===== config.mk =====
export PLATFORM = sky130hd
export DESIGN_NAME = anchor_box_head_decoder_flat
export DESIGN_NICKNAME = d
export VERILOG_FILES = /design/src/rtl/core/abhd_pkg.sv /design/src/rtl/core/abhd_if.sv /design/src/rtl/core/abhd_ctrl.sv /design/src/rtl/core/abhd_datapath.sv /design/src/rtl/core/anchor_box_head_decoder.sv /design/src/flat_wrapper.sv
export SDC_FILE = /design/constraint.sdc
export NUM_CORES = 2
export LEC_CHECK = 0
export BUFFER_PORTS_ARGS = -buffer_cell sky130_fd_sc_hd__buf_2
export CORE_ASPECT_RATIO = 1.4
export CORE_MARGIN = 1
export CORE_UTILIZATION = 55
export CTS_CLUSTER_DIAMETER = 200
export DETAILED_ROUTE_END_ITERATION = 12
export HOLD_SLACK_MARGIN = 0.15
export PLACE_DENSITY_LB_ADDON = 0.1
export SLEW_MARGIN = 20
export SYNTH_ARGS = -nofsm -noshare
export SYNTH_HDL_FRONTEND = slang
export SYNTH_SLANG_ARGS = --single-unit

===== constraint.sdc =====
create_clock -name clk -period 12 [get_ports clk]
set_input_delay 2.4 -clock clk [delete_from_list [all_inputs] [get_ports clk]]
set_output_delay 2.4 -clock clk [all_outputs]
set_load 0.02 [all_outputs]

===== src/rtl/core/abhd_pkg.sv =====
// ----------------------------------------------------------------------------
// abhd_pkg
// Shared constants, tables, types and control structs of the detection head
// decoder.
// ----------------------------------------------------------------------------
package abhd_pkg;

  localparam int INPUT_SIZE  = 640;
  localparam int NUM_LEVELS  = 3;
  localparam int NUM_ANCHORS = 3;

  localparam logic [15:0] THR_RESET = 16'd42598;

  // Iterations of the shared sigmoid unit
  localparam int MUL_STEPS = 16;
  localparam int DIV_STEPS = 17;

  // Grid cells per side for each level, clamped to 1..128
  localparam int GRID_RAW_L0 = INPUT_SIZE / 8;
  localparam int GRID_RAW_L1 = INPUT_SIZE / 16;
  localparam int GRID_RAW_L2 = INPUT_SIZE / 32;
  localparam logic [7:0] GRID_L0 =
    8'((GRID_RAW_L0 < 1) ? 1 : ((GRID_RAW_L0 > 128) ? 128 : GRID_RAW_L0));
  localparam logic [7:0] GRID_L1 =
    8'((GRID_RAW_L1 < 1) ? 1 : ((GRID_RAW_L1 > 128) ? 128 : GRID_RAW_L1));
  localparam logic [7:0] GRID_L2 =
    8'((GRID_RAW_L2 < 1) ? 1 : ((GRID_RAW_L2 > 128) ? 128 : GRID_RAW_L2));

  // exp(-2^(k-8)) in Q0.32
  localparam logic [31:0] EXP_NEG_Q32 [MUL_STEPS] = '{
    32'd4278222805, 32'd4261543596, 32'd4228379999, 32'd4162825043,
    32'd4034748382, 32'd3790295337, 32'd3344923893, 32'd2605029346,
    32'd1580030179, 32'd581260607,  32'd78665069,   32'd1440791,
    32'd483,        32'd0,          32'd0,          32'd0
  };

  // Anchor width/height pairs per level
  localparam logic [8:0] ANCHOR_DIMS [NUM_LEVELS][NUM_ANCHORS * 2] = '{
    '{9'd10,  9'd13,  9'd16,  9'd30,  9'd33,  9'd23},
    '{9'd30,  9'd61,  9'd62,  9'd45,  9'd59,  9'd119},
    '{9'd116, 9'd90,  9'd156, 9'd198, 9'd373, 9'd326}
  };

  localparam logic [1:0] LEVEL_LAST  = 2'(NUM_LEVELS - 1);
  localparam logic [1:0] ANCHOR_LAST = 2'(NUM_ANCHORS - 1);

  typedef enum logic [2:0] {
    SEL_OBJ,
    SEL_X,
    SEL_Y,
    SEL_W,
    SEL_H
  } sig_sel_t;

  typedef enum logic [3:0] {
    ST_IDLE,
    ST_SIG_START,
    ST_MUL,
    ST_DIV_LOAD,
    ST_DIV,
    ST_SIG_STORE,
    ST_SQ_W,
    ST_SZ_W,
    ST_SQ_H,
    ST_SZ_H,
    ST_EMIT,
    ST_SKIP
  } state_t;

  typedef struct packed {
    logic       load;
    logic       sig_start;
    logic       mul_step;
    logic       div_load;
    logic       div_step;
    logic       sig_store;
    logic       sq_w;
    logic       sz_w;
    logic       sq_h;
    logic       sz_h;
    logic       emit;
    logic       advance;
    sig_sel_t   sel;
    logic [3:0] bit_idx;
  } dp_cmd_t;

  typedef struct packed {
    logic pass;
    logic out_free;
  } dp_status_t;

  function automatic logic [7:0] grid_cells(input logic [1:0] lvl);
    logic [7:0] g;
    case (lvl)
      2'd0:    g = GRID_L0;
      2'd1:    g = GRID_L1;
      default: g = GRID_L2;
    endcase
    return g;
  endfunction

endpackage


===== src/rtl/core/abhd_if.sv =====
// ----------------------------------------------------------------------------
// abhd channel interfaces
// Logit input channel, box output channel and threshold write channel.
// ----------------------------------------------------------------------------
interface abhd_logit_if;
  logic               valid;
  logic               ready;
  logic               frame_start;
  logic signed [15:0] logit_x;
  logic signed [15:0] logit_y;
  logic signed [15:0] logit_w;
  logic signed [15:0] logit_h;
  logic signed [15:0] logit_obj;

  modport source (output valid, frame_start, logit_x, logit_y, logit_w, logit_h,
                  logit_obj, input ready);
  modport sink   (input valid, frame_start, logit_x, logit_y, logit_w, logit_h,
                  logit_obj, output ready);
endinterface

interface abhd_box_if;
  logic               valid;
  logic               ready;
  logic signed [14:0] center_x;
  logic signed [14:0] center_y;
  logic        [14:0] box_width;
  logic        [14:0] box_height;
  logic        [15:0] score;
  logic        [1:0]  scale_level;

  modport source (output valid, center_x, center_y, box_width, box_height, score,
                  scale_level, input ready);
  modport sink   (input valid, center_x, center_y, box_width, box_height, score,
                  scale_level, output ready);
endinterface

interface abhd_cfg_if;
  logic        valid;
  logic        ready;
  logic [15:0] data;

  modport source (output valid, data, input ready);
  modport sink   (input valid, data, output ready);
endinterface


===== src/rtl/core/abhd_ctrl.sv =====
// ----------------------------------------------------------------------------
// abhd_ctrl
// Sequencer: steps the shared sigmoid unit over objectness, and for a passing
// cell over the other four logits and the box size unit, then hands the box to the output register.
// ----------------------------------------------------------------------------
module abhd_ctrl (
  input  logic                clk,
  input  logic                rst,
  input  logic                in_valid,
  output logic                in_ready,
  input  abhd_pkg::dp_status_t status,
  output abhd_pkg::dp_cmd_t   cmd
);

  localparam logic [4:0] MUL_LAST = 5'(abhd_pkg::MUL_STEPS - 1);
  localparam logic [4:0] DIV_LAST = 5'(abhd_pkg::DIV_STEPS - 1);

  abhd_pkg::state_t   state, state_next;
  abhd_pkg::sig_sel_t sel, sel_next;
  logic [4:0]         cnt, cnt_next;

  always_ff @(posedge clk) begin
    if (rst) begin
      state <= abhd_pkg::ST_IDLE;
      sel   <= abhd_pkg::SEL_OBJ;
      cnt   <= '0;
    end else begin
      state <= state_next;
      sel   <= sel_next;
      cnt   <= cnt_next;
    end
  end

  always_comb begin
    state_next  = state;
    sel_next    = sel;
    cnt_next    = cnt;
    in_ready    = 1'b0;
    cmd         = '0;
    cmd.sel     = sel;
    cmd.bit_idx = cnt[3:0];
    case (state)
      abhd_pkg::ST_IDLE: begin
        // take no cell while reset is held
        in_ready = !rst;
        if (in_valid && !rst) begin
          cmd.load   = 1'b1;
          sel_next   = abhd_pkg::SEL_OBJ;
          state_next = abhd_pkg::ST_SIG_START;
        end
      end
      abhd_pkg::ST_SIG_START: begin
        cmd.sig_start = 1'b1;
        cnt_next      = '0;
        state_next    = abhd_pkg::ST_MUL;
      end
      abhd_pkg::ST_MUL: begin
        cmd.mul_step = 1'b1;
        if (cnt == MUL_LAST) begin
          cnt_next   = '0;
          state_next = abhd_pkg::ST_DIV_LOAD;
        end else begin
          cnt_next = cnt + 5'd1;
        end
      end
      abhd_pkg::ST_DIV_LOAD: begin
        cmd.div_load = 1'b1;
        cnt_next     = '0;
        state_next   = abhd_pkg::ST_DIV;
      end
      abhd_pkg::ST_DIV: begin
        cmd.div_step = 1'b1;
        if (cnt == DIV_LAST) begin
          cnt_next   = '0;
          state_next = abhd_pkg::ST_SIG_STORE;
        end else begin
          cnt_next = cnt + 5'd1;
        end
      end
      abhd_pkg::ST_SIG_STORE: begin
        cmd.sig_store = 1'b1;
        case (sel)
          abhd_pkg::SEL_OBJ: begin
            if (status.pass) begin
              sel_next   = abhd_pkg::SEL_X;
              state_next = abhd_pkg::ST_SIG_START;
            end else begin
              state_next = abhd_pkg::ST_SKIP;
            end
          end
          abhd_pkg::SEL_X: begin
            sel_next   = abhd_pkg::SEL_Y;
            state_next = abhd_pkg::ST_SIG_START;
          end
          abhd_pkg::SEL_Y: begin
            sel_next   = abhd_pkg::SEL_W;
            state_next = abhd_pkg::ST_SIG_START;
          end
          abhd_pkg::SEL_W: begin
            sel_next   = abhd_pkg::SEL_H;
            state_next = abhd_pkg::ST_SIG_START;
          end
          default: begin
            state_next = abhd_pkg::ST_SQ_W;
          end
        endcase
      end
      abhd_pkg::ST_SQ_W: begin
        cmd.sq_w   = 1'b1;
        state_next = abhd_pkg::ST_SZ_W;
      end
      abhd_pkg::ST_SZ_W: begin
        cmd.sz_w   = 1'b1;
        state_next = abhd_pkg::ST_SQ_H;
      end
      abhd_pkg::ST_SQ_H: begin
        cmd.sq_h   = 1'b1;
        state_next = abhd_pkg::ST_SZ_H;
      end
      abhd_pkg::ST_SZ_H: begin
        cmd.sz_h   = 1'b1;
        state_next = abhd_pkg::ST_EMIT;
      end
      abhd_pkg::ST_EMIT: begin
        // hold until the output register can take the box
        if (status.out_free) begin
          cmd.emit    = 1'b1;
          cmd.advance = 1'b1;
          state_next  = abhd_pkg::ST_IDLE;
        end
      end
      abhd_pkg::ST_SKIP: begin
        cmd.advance = 1'b1;
        state_next  = abhd_pkg::ST_IDLE;
      end
      default: begin
        state_next = abhd_pkg::ST_IDLE;
      end
    endcase
  end

endmodule


===== src/rtl/core/abhd_datapath.sv =====
// ----------------------------------------------------------------------------
// abhd_datapath
// Position counters, iterative sigmoid (multiply chain plus restoring
// division), box arithmetic, threshold register and output register.
// ----------------------------------------------------------------------------
module abhd_datapath (
  input  logic                 clk,
  input  logic                 rst,
  input  abhd_pkg::dp_cmd_t    cmd,
  output abhd_pkg::dp_status_t status,
  input  logic                 frame_start,
  input  logic signed [15:0]   logit_x,
  input  logic signed [15:0]   logit_y,
  input  logic signed [15:0]   logit_w,
  input  logic signed [15:0]   logit_h,
  input  logic signed [15:0]   logit_obj,
  abhd_cfg_if.sink             cfg,
  abhd_box_if.source           boxes
);

  // Captured logits
  logic [15:0] lx, ly, lw, lh, lobj;

  // Sigmoid unit
  logic [15:0] raw;
  logic [15:0] mag;
  logic        neg;
  logic [32:0] p;
  logic [64:0] prod;
  logic [33:0] den;
  logic [33:0] den_w;
  logic [48:0] num_w;
  logic [48:0] n_w;
  logic [33:0] rem;
  logic [16:0] dq;
  logic [34:0] rem2;
  logic [35:0] diff;
  logic        ge;
  logic [15:0] sig_sat;

  // Stored sigmoid results
  logic [15:0] s_obj, s_x, s_y, s_w, s_h;

  // Size unit
  logic [16:0] t_sel;
  logic [33:0] sq;
  logic [8:0]  anchor;
  logic [42:0] sz_prod;
  logic [43:0] sz_round;
  logic [15:0] sz_v;
  logic [14:0] sz_sat;
  logic [14:0] w_q4, h_q4;

  // Position counters
  logic [1:0] level_index, level_next;
  logic [1:0] anchor_index, anchor_next;
  logic [6:0] row_index, row_next;
  logic [6:0] col_index, col_next;
  logic [1:0] lvl_e, anc_e;
  logic [7:0] grid;
  logic [6:0] col_inc, row_inc;
  logic [1:0] anc_inc, lvl_inc;

  logic [15:0] thr;
  logic        box_valid;

  function automatic logic [14:0] centre_q4(input logic [15:0] s, input logic [6:0] pos,
                                            input logic [1:0] lvl);
    logic [23:0]        u;
    logic [28:0]        scaled;
    logic [29:0]        rounded;
    logic [17:0]        t;
    logic signed [19:0] off;
    logic signed [19:0] q;
    logic [14:0]        r;
    u = 24'({pos, 16'b0}) + 24'({s, 1'b0});
    case (lvl)
      2'd0:    begin scaled = 29'({u, 3'b0}); off = 20'sd64;  end
      2'd1:    begin scaled = 29'({u, 4'b0}); off = 20'sd128; end
      default: begin scaled = {u, 5'b0};      off = 20'sd256; end
    endcase
    rounded = 30'(scaled) + 30'd2048;
    t = rounded[29:12];
    q = $signed({2'b00, t}) - off;
    if (q > 20'sd16383) begin
      r = 15'h3FFF;
    end else if (q < -20'sd16384) begin
      r = 15'h4000;
    end else begin
      r = q[14:0];
    end
    return r;
  endfunction

  // ---- sigmoid unit ----
  always_comb begin
    case (cmd.sel)
      abhd_pkg::SEL_OBJ: raw = lobj;
      abhd_pkg::SEL_X:   raw = lx;
      abhd_pkg::SEL_Y:   raw = ly;
      abhd_pkg::SEL_W:   raw = lw;
      abhd_pkg::SEL_H:   raw = lh;
      default:           raw = lobj;
    endcase
  end

  assign prod  = 65'(p) * 65'(abhd_pkg::EXP_NEG_Q32[cmd.bit_idx]);
  assign den_w = 34'(p) + 34'h1_0000_0000;
  assign num_w = neg ? 49'({p, 16'b0}) : 49'h1_0000_0000_0000;
  assign n_w   = num_w + 49'(den_w >> 1);
  assign rem2  = {rem, dq[16]};
  assign diff  = {1'b0, rem2} - {2'b00, den};
  assign ge    = ~diff[35];
  assign sig_sat = dq[16] ? 16'hFFFF : dq[15:0];

  assign status.pass     = (sig_sat >= thr);
  assign status.out_free = ~box_valid | boxes.ready;

  always_ff @(posedge clk) begin
    if (cmd.load) begin
      lx   <= logit_x;
      ly   <= logit_y;
      lw   <= logit_w;
      lh   <= logit_h;
      lobj <= logit_obj;
    end
    if (cmd.sig_start) begin
      neg <= raw[15];
      mag <= raw[15] ? (16'd0 - raw) : raw;
      p   <= 33'h1_0000_0000;
    end
    if (cmd.mul_step && mag[cmd.bit_idx]) begin
      p <= prod[64:32];
    end
    if (cmd.div_load) begin
      den <= den_w;
      rem <= 34'(n_w[48:17]);
      dq  <= n_w[16:0];
    end
    if (cmd.div_step) begin
      rem <= ge ? diff[33:0] : rem2[33:0];
      dq  <= {dq[15:0], ge};
    end
    if (cmd.sig_store) begin
      case (cmd.sel)
        abhd_pkg::SEL_OBJ: s_obj <= sig_sat;
        abhd_pkg::SEL_X:   s_x   <= sig_sat;
        abhd_pkg::SEL_Y:   s_y   <= sig_sat;
        abhd_pkg::SEL_W:   s_w   <= sig_sat;
        abhd_pkg::SEL_H:   s_h   <= sig_sat;
        default:           s_obj <= sig_sat;
      endcase
    end
  end

  // ---- size unit: square, then scale by anchor ----
  assign t_sel    = cmd.sq_w ? {s_w, 1'b0} : {s_h, 1'b0};
  assign anchor   = cmd.sz_w ? abhd_pkg::ANCHOR_DIMS[lvl_e][{anc_e, 1'b0}]
                             : abhd_pkg::ANCHOR_DIMS[lvl_e][{anc_e, 1'b1}];
  assign sz_prod  = 43'(sq) * 43'(anchor);
  assign sz_round = 44'(sz_prod) + 44'h800_0000;
  assign sz_v     = sz_round[43:28];
  assign sz_sat   = sz_v[15] ? 15'h7FFF : sz_v[14:0];

  always_ff @(posedge clk) begin
    if (cmd.sq_w || cmd.sq_h) begin
      sq <= 34'(t_sel) * 34'(t_sel);
    end
    if (cmd.sz_w) begin
      w_q4 <= sz_sat;
    end
    if (cmd.sz_h) begin
      h_q4 <= sz_sat;
    end
  end

  // ---- position counters ----
  assign lvl_e   = (level_index > abhd_pkg::LEVEL_LAST) ? 2'd0 : level_index;
  assign anc_e   = (anchor_index > abhd_pkg::ANCHOR_LAST) ? 2'd0 : anchor_index;
  assign grid    = abhd_pkg::grid_cells(lvl_e);
  assign col_inc = col_index + 7'd1;
  assign row_inc = row_index + 7'd1;
  assign anc_inc = (anc_e == abhd_pkg::ANCHOR_LAST) ? 2'd0 : anc_e + 2'd1;
  assign lvl_inc = (lvl_e == abhd_pkg::LEVEL_LAST) ? 2'd0 : lvl_e + 2'd1;

  always_comb begin
    col_next    = col_inc;
    row_next    = row_index;
    anchor_next = anc_e;
    level_next  = lvl_e;
    if (({1'b0, col_inc} >= grid) || (col_inc == 7'd0)) begin
      col_next = '0;
      row_next = row_inc;
      if (({1'b0, row_inc} >= grid) || (row_inc == 7'd0)) begin
        row_next    = '0;
        anchor_next = anc_inc;
        if (anc_e == abhd_pkg::ANCHOR_LAST) begin
          level_next = lvl_inc;
        end
      end
    end
  end

  always_ff @(posedge clk) begin
    if (rst || (cmd.load && frame_start)) begin
      level_index  <= '0;
      anchor_index <= '0;
      row_index    <= '0;
      col_index    <= '0;
    end else if (cmd.advance) begin
      level_index  <= level_next;
      anchor_index <= anchor_next;
      row_index    <= row_next;
      col_index    <= col_next;
    end
  end

  // ---- threshold register ----
  assign cfg.ready = ~rst;

  always_ff @(posedge clk) begin
    if (rst) begin
      thr <= abhd_pkg::THR_RESET;
    end else if (cfg.valid) begin
      thr <= cfg.data;
    end
  end

  // ---- output register ----
  always_ff @(posedge clk) begin
    if (rst) begin
      box_valid <= 1'b0;
    end else if (cmd.emit) begin
      box_valid <= 1'b1;
    end else if (boxes.ready) begin
      box_valid <= 1'b0;
    end
  end

  always_ff @(posedge clk) begin
    if (cmd.emit) begin
      boxes.center_x    <= centre_q4(s_x, col_index, lvl_e);
      boxes.center_y    <= centre_q4(s_y, row_index, lvl_e);
      boxes.box_width   <= w_q4;
      boxes.box_height  <= h_q4;
      boxes.score       <= s_obj;
      boxes.scale_level <= lvl_e;
    end
  end

  assign boxes.valid = box_valid;

endmodule


===== src/rtl/core/anchor_box_head_decoder.sv =====
// ----------------------------------------------------------------------------
// anchor_box_head_decoder
// Detection head decode: one grid cell of five Q8.8 logits in, at most one
// box (Q.4 pixels, Q0.16 score, scale level) out.
// ----------------------------------------------------------------------------
//
//   channel   dir   handshake        payload
//   logits    in    valid / ready    frame_start, logit_x/y/w/h/obj
//   boxes     out   valid / ready    center_x/y, box_width/height, score,
//                                    scale_level
//   cfg       in    valid / ready    data (objectness threshold, Q0.16)
//
// Sequencing: each logit passes through the shared sigmoid unit (16 multiply
// steps over the exponent table, then 17 restoring-division steps), once for
// the objectness and four more times for a passing cell, followed by the box
// size unit; a cell whose objectness is below threshold yields no box.
// A box waits in the output register; the next cell transfers meanwhile and
// the block stalls only if a second box is ready before the first is taken.
// rst (synchronous) clears the sequencer, counters and output valid, and
// loads the threshold with 42598. cfg is ready whenever rst is low.
//
module anchor_box_head_decoder (
  input  logic        clk,
  input  logic        rst,
  abhd_logit_if.sink  logits,
  abhd_box_if.source  boxes,
  abhd_cfg_if.sink    cfg
);

  abhd_pkg::dp_cmd_t    cmd;
  abhd_pkg::dp_status_t status;
  logic                 in_ready;

  // Sequencer: owns the state machine, logit select and step counter
  abhd_ctrl u_ctrl (
    .clk      (clk),
    .rst      (rst),
    .in_valid (logits.valid),
    .in_ready (in_ready),
    .status   (status),
    .cmd      (cmd)
  );

  assign logits.ready = in_ready;

  // Datapath: counters, sigmoid unit, box math, threshold, output register
  abhd_datapath u_datapath (
    .clk         (clk),
    .rst         (rst),
    .cmd         (cmd),
    .status      (status),
    .frame_start (logits.frame_start),
    .logit_x     (logits.logit_x),
    .logit_y     (logits.logit_y),
    .logit_w     (logits.logit_w),
    .logit_h     (logits.logit_h),
    .logit_obj   (logits.logit_obj),
    .cfg         (cfg),
    .boxes       (boxes)
  );

endmodule


===== src/flat_wrapper.sv =====
// flat-port wrapper written by rule: the top's interface ports become plain ports
module anchor_box_head_decoder_flat 
  (clk, rst, logits_valid, logits_frame_start, logits_logit_x, logits_logit_y, logits_logit_w, logits_logit_h, logits_logit_obj, logits_ready, boxes_valid, boxes_center_x, boxes_center_y, boxes_box_width, boxes_box_height, boxes_score, boxes_scale_level, boxes_ready, cfg_valid, cfg_data, cfg_ready);
  abhd_logit_if logits_i ();
  abhd_box_if boxes_i ();
  abhd_cfg_if cfg_i ();
  input  logic clk;
  input  logic rst;
  input wire logic [$bits(logits_i.valid)-1:0] logits_valid;
  input wire logic [$bits(logits_i.frame_start)-1:0] logits_frame_start;
  input wire logic [$bits(logits_i.logit_x)-1:0] logits_logit_x;
  input wire logic [$bits(logits_i.logit_y)-1:0] logits_logit_y;
  input wire logic [$bits(logits_i.logit_w)-1:0] logits_logit_w;
  input wire logic [$bits(logits_i.logit_h)-1:0] logits_logit_h;
  input wire logic [$bits(logits_i.logit_obj)-1:0] logits_logit_obj;
  output wire logic [$bits(logits_i.ready)-1:0] logits_ready;
  output wire logic [$bits(boxes_i.valid)-1:0] boxes_valid;
  output wire logic [$bits(boxes_i.center_x)-1:0] boxes_center_x;
  output wire logic [$bits(boxes_i.center_y)-1:0] boxes_center_y;
  output wire logic [$bits(boxes_i.box_width)-1:0] boxes_box_width;
  output wire logic [$bits(boxes_i.box_height)-1:0] boxes_box_height;
  output wire logic [$bits(boxes_i.score)-1:0] boxes_score;
  output wire logic [$bits(boxes_i.scale_level)-1:0] boxes_scale_level;
  input wire logic [$bits(boxes_i.ready)-1:0] boxes_ready;
  input wire logic [$bits(cfg_i.valid)-1:0] cfg_valid;
  input wire logic [$bits(cfg_i.data)-1:0] cfg_data;
  output wire logic [$bits(cfg_i.ready)-1:0] cfg_ready;
  assign logits_i.valid = logits_valid;
  assign logits_i.frame_start = logits_frame_start;
  assign logits_i.logit_x = logits_logit_x;
  assign logits_i.logit_y = logits_logit_y;
  assign logits_i.logit_w = logits_logit_w;
  assign logits_i.logit_h = logits_logit_h;
  assign logits_i.logit_obj = logits_logit_obj;
  assign logits_ready = logits_i.ready;
  assign boxes_valid = boxes_i.valid;
  assign boxes_center_x = boxes_i.center_x;
  assign boxes_center_y = boxes_i.center_y;
  assign boxes_box_width = boxes_i.box_width;
  assign boxes_box_height = boxes_i.box_height;
  assign boxes_score = boxes_i.score;
  assign boxes_scale_level = boxes_i.scale_level;
  assign boxes_i.ready = boxes_ready;
  assign cfg_i.valid = cfg_valid;
  assign cfg_i.data = cfg_data;
  assign cfg_ready = cfg_i.ready;
  anchor_box_head_decoder u_core (.clk(clk), .rst(rst), .logits(logits_i), .boxes(boxes_i), .cfg(cfg_i));
endmodule

==> summary.txt <==
Outcome
  • Outcome: finished, final reports clean

Synth
  • Count of cell types in the netlist: 92
  • Mean Syn Cell Area: 9.62 um2
  • Async set-or-reset flop fraction in the synthesized netlist: 0%
  • Post-Synthesis Cells: 7670
  • Post-Synthesis Cell Area: 0.0738 mm2
  • Top FF cell, synth: edfxtp_1
  • Syn Nets: 9651
  • Flops & latches, synth: 471
  • Sequential element share of the synthesized area: 18.5%
  • Synth warn: 0
  • Number of flops mapped to enable cells by yosys: 424

Place
  • IO Port Bufs: 182
  • Routability Congestion: 0.978
  • Final HPWL DP: 171000 um

Timing
  • Setup Viol. Count Final: 0
  • Hold Fails Final Rpt: 0
  • Tmin final: 10.45 ns
  • Final period util: 87.1%
  • Slew headroom: 20.3%
  • Least-Margin Pin Slew: 1.20 ns
  • Clk_skew: 0.0402 ns
  • RSZ-0062 raised after global routing: false
  • Final setup TNS: 0 ns
  • Max Clk Rate: 95.7 MHz
  • Slew Viols, Final: 0

Die
  • Die width: 312 um
  • Die area: 0.136 mm2
  • Initial Util: 55.5%
  • # IOs: 183
  • Standard-cell row count: 158
  • Chip height: 435 um
  • Core area: 0.133 mm2

Cells and area
  • Nets: 9640
  • Highest-count cells in the layout ignoring fill and taps: inv_1, fa_1, nand2_1
  • Area delta synth->final: 6.61%
  • Share of post-route cells with drive strength above 1: 7.41%
  • Commonest non-fill, non-tap cell in the layout: inv_1

Drt
  • Final ANT Viol Nets: 0
  • DRT iter0 DRCs: 3304
  • Detailed-route wire length: 221000 um
  • Vias per cell: 5.72
  • Via count: 54200
  • First-pass DRT Iterations: 8
  • WL/cell: 23.3 um
  • Residual DRC: 0

Global routing
  • Total gr overflow: 0
  • Total track usage: 33.4%
  • Vias in the first global route: 58700
  • Initial antenna violation count: 25
  • Pin count of the biggest net entering global routing: 77
  • First-pass GRT wire length: 341000 um

Critical path
  • Kind of critical path: register to register
  • Crit path DAT: 10.87 ns
  • Slowest-stage cell, CP: o311ai_0
  • CP Max Fanout: 21
  • Crit end category: register
  • Crit start category: register
  • Critical Path RT: 12.41 ns
  • CP max stage delay: 0.86 ns

Min path
  • Min-delay worst type: register to register

Clock tree
  • Cts repair resizes: 0
  • # hold bufs at CTS: 0
  • Num CTS Buffers: 51
  • Worst-path clk slew: 0.07 ns
  • CTS root buf: clkbuf_16
  • CTS sink cnt: 471
  • CTS H-tree depth: 2
  • CTS tree: done
  • Worst skew pair latency: 0.69 ns
  • Post-CTS Setup Repair Bufs: 0
  • Max Root-Sink Buffers: 3

Flow run
  • Max_cap viols: 0
metrics by stage:
step                setup WS (ns)  cell area [um2]  hold WS [ns]  utilization, %  instances
floorplan                    2.97            73800         0.400               -       7670
global placement             1.81            76800         0.403            57.8       9365
detailed placement           1.51            76800         0.405            57.8       9366
CTS                          1.50            78600         0.417            59.1       9462
global route                0.898            78600         0.424            59.2       9478
finish                       1.55            78600         0.416            59.2       9483
per-layer routing:
metal | GRT usage [%] | vias to the layer above | routed length, um
met4 | 26.5 | 2 | 20800
met3 | 4.43 | 814 | 11700
met2 | 59.3 | 1902 | 112000
met1 | 35.7 | 27500 | 75700
met5 | 0 | - | 12
li1 | - | 24000 | -
registers in the layout (all words and copies together), names as in the netlist, 17 cells and up:
signal	flops
u_core.u_datapath.den	34
u_core.u_datapath.rem	34
u_core.u_datapath.p	33
u_core.u_datapath.dq	17
u_core.u_datapath.sq	31
worst max-delay path: cells and delay by family (launching register included):
family          cells  cell delay, ns
buf+inv             6            1.31
flops               1            0.67
xor+xnor            1            0.19
mux                 1            0.76
compound gates      6            2.51
fa+ha+maj           6            2.57
simple gates        8            2.16
cell type report:
| cell class | instances | area [um2] |
|---|---|---|
| flip-flops and latches | 471 | 13700 |
| inverters | 1465 | 5500 |
| repair buffers | 319 | 1970 |
| multi-input cells | 5351 | 53500 |
| clock inverters | 34 | 408 |
| well taps | 1760 | 2200 |
| fillers | 11600 | 54200 |
| clock buffers | 62 | 1340 |
| diodes | 21 | 52.6 |
synth_stat cells, types with 47 or more instances:
cell type	n	area, um2
nor2b_1	49	307
nor2_1	299	1120
dfxtp_1	47	941
nand2_1	986	3700
o21ai_0	157	786
inv_1	1457	5470
fa_1	1295	25900
mux2i_1	77	771
and3_1	52	325
nand3_1	71	355
xnor2_1	119	1040
a21oi_1	214	1070
nor3_1	65	325
edfxtp_1	424	12700
clkbuf_1	316	1190
a21o_1	102	766
and2_1	642	4020
xor2_1	82	718
ha_1	584	7310
buf_1	54	203
kinds of logic after synthesis:
| group | Yosys count | synth area share (%) |
|---|---|---|
| AOI/OAI and AO/OA | 804 | 7.06 |
| xor gates and xnor gates | 202 | 2.42 |
| adders and majority gates | 1880 | 45.1 |
| buffers and inverters | 1848 | 9.46 |
| DFF | 471 | 18.5 |
| muxes | 110 | 1.82 |
| and+or+nand+nor | 2355 | 15.6 |
path summary, 6_finish.rpt:
kind | startpoint | slack (ns) | to | cells after the start
setup / recovery | u_core.u_ctrl.state[1]$_SDFFE_PP0P_ | 1.55 | u_core.u_datapath.h_q4[2]$_DFFE_PP_ | 28
hold / removal | u_core.u_datapath.s_obj[11]$_DFFE_PP_ | 0.42 | u_core.u_datapath.boxes.score[11]$_DFFE_PP_ | 0
setup reg to reg | u_core.u_ctrl.state[1]$_SDFFE_PP0P_ | 1.55 | u_core.u_datapath.h_q4[2]$_DFFE_PP_ | 28
hold reg to reg | u_core.u_datapath.s_obj[11]$_DFFE_PP_ | 0.42 | u_core.u_datapath.boxes.score[11]$_DFFE_PP_ | 0
Power is not shown: default switching activity piles up to over one toggle a cycle in this logic, so the estimate is an artifact.
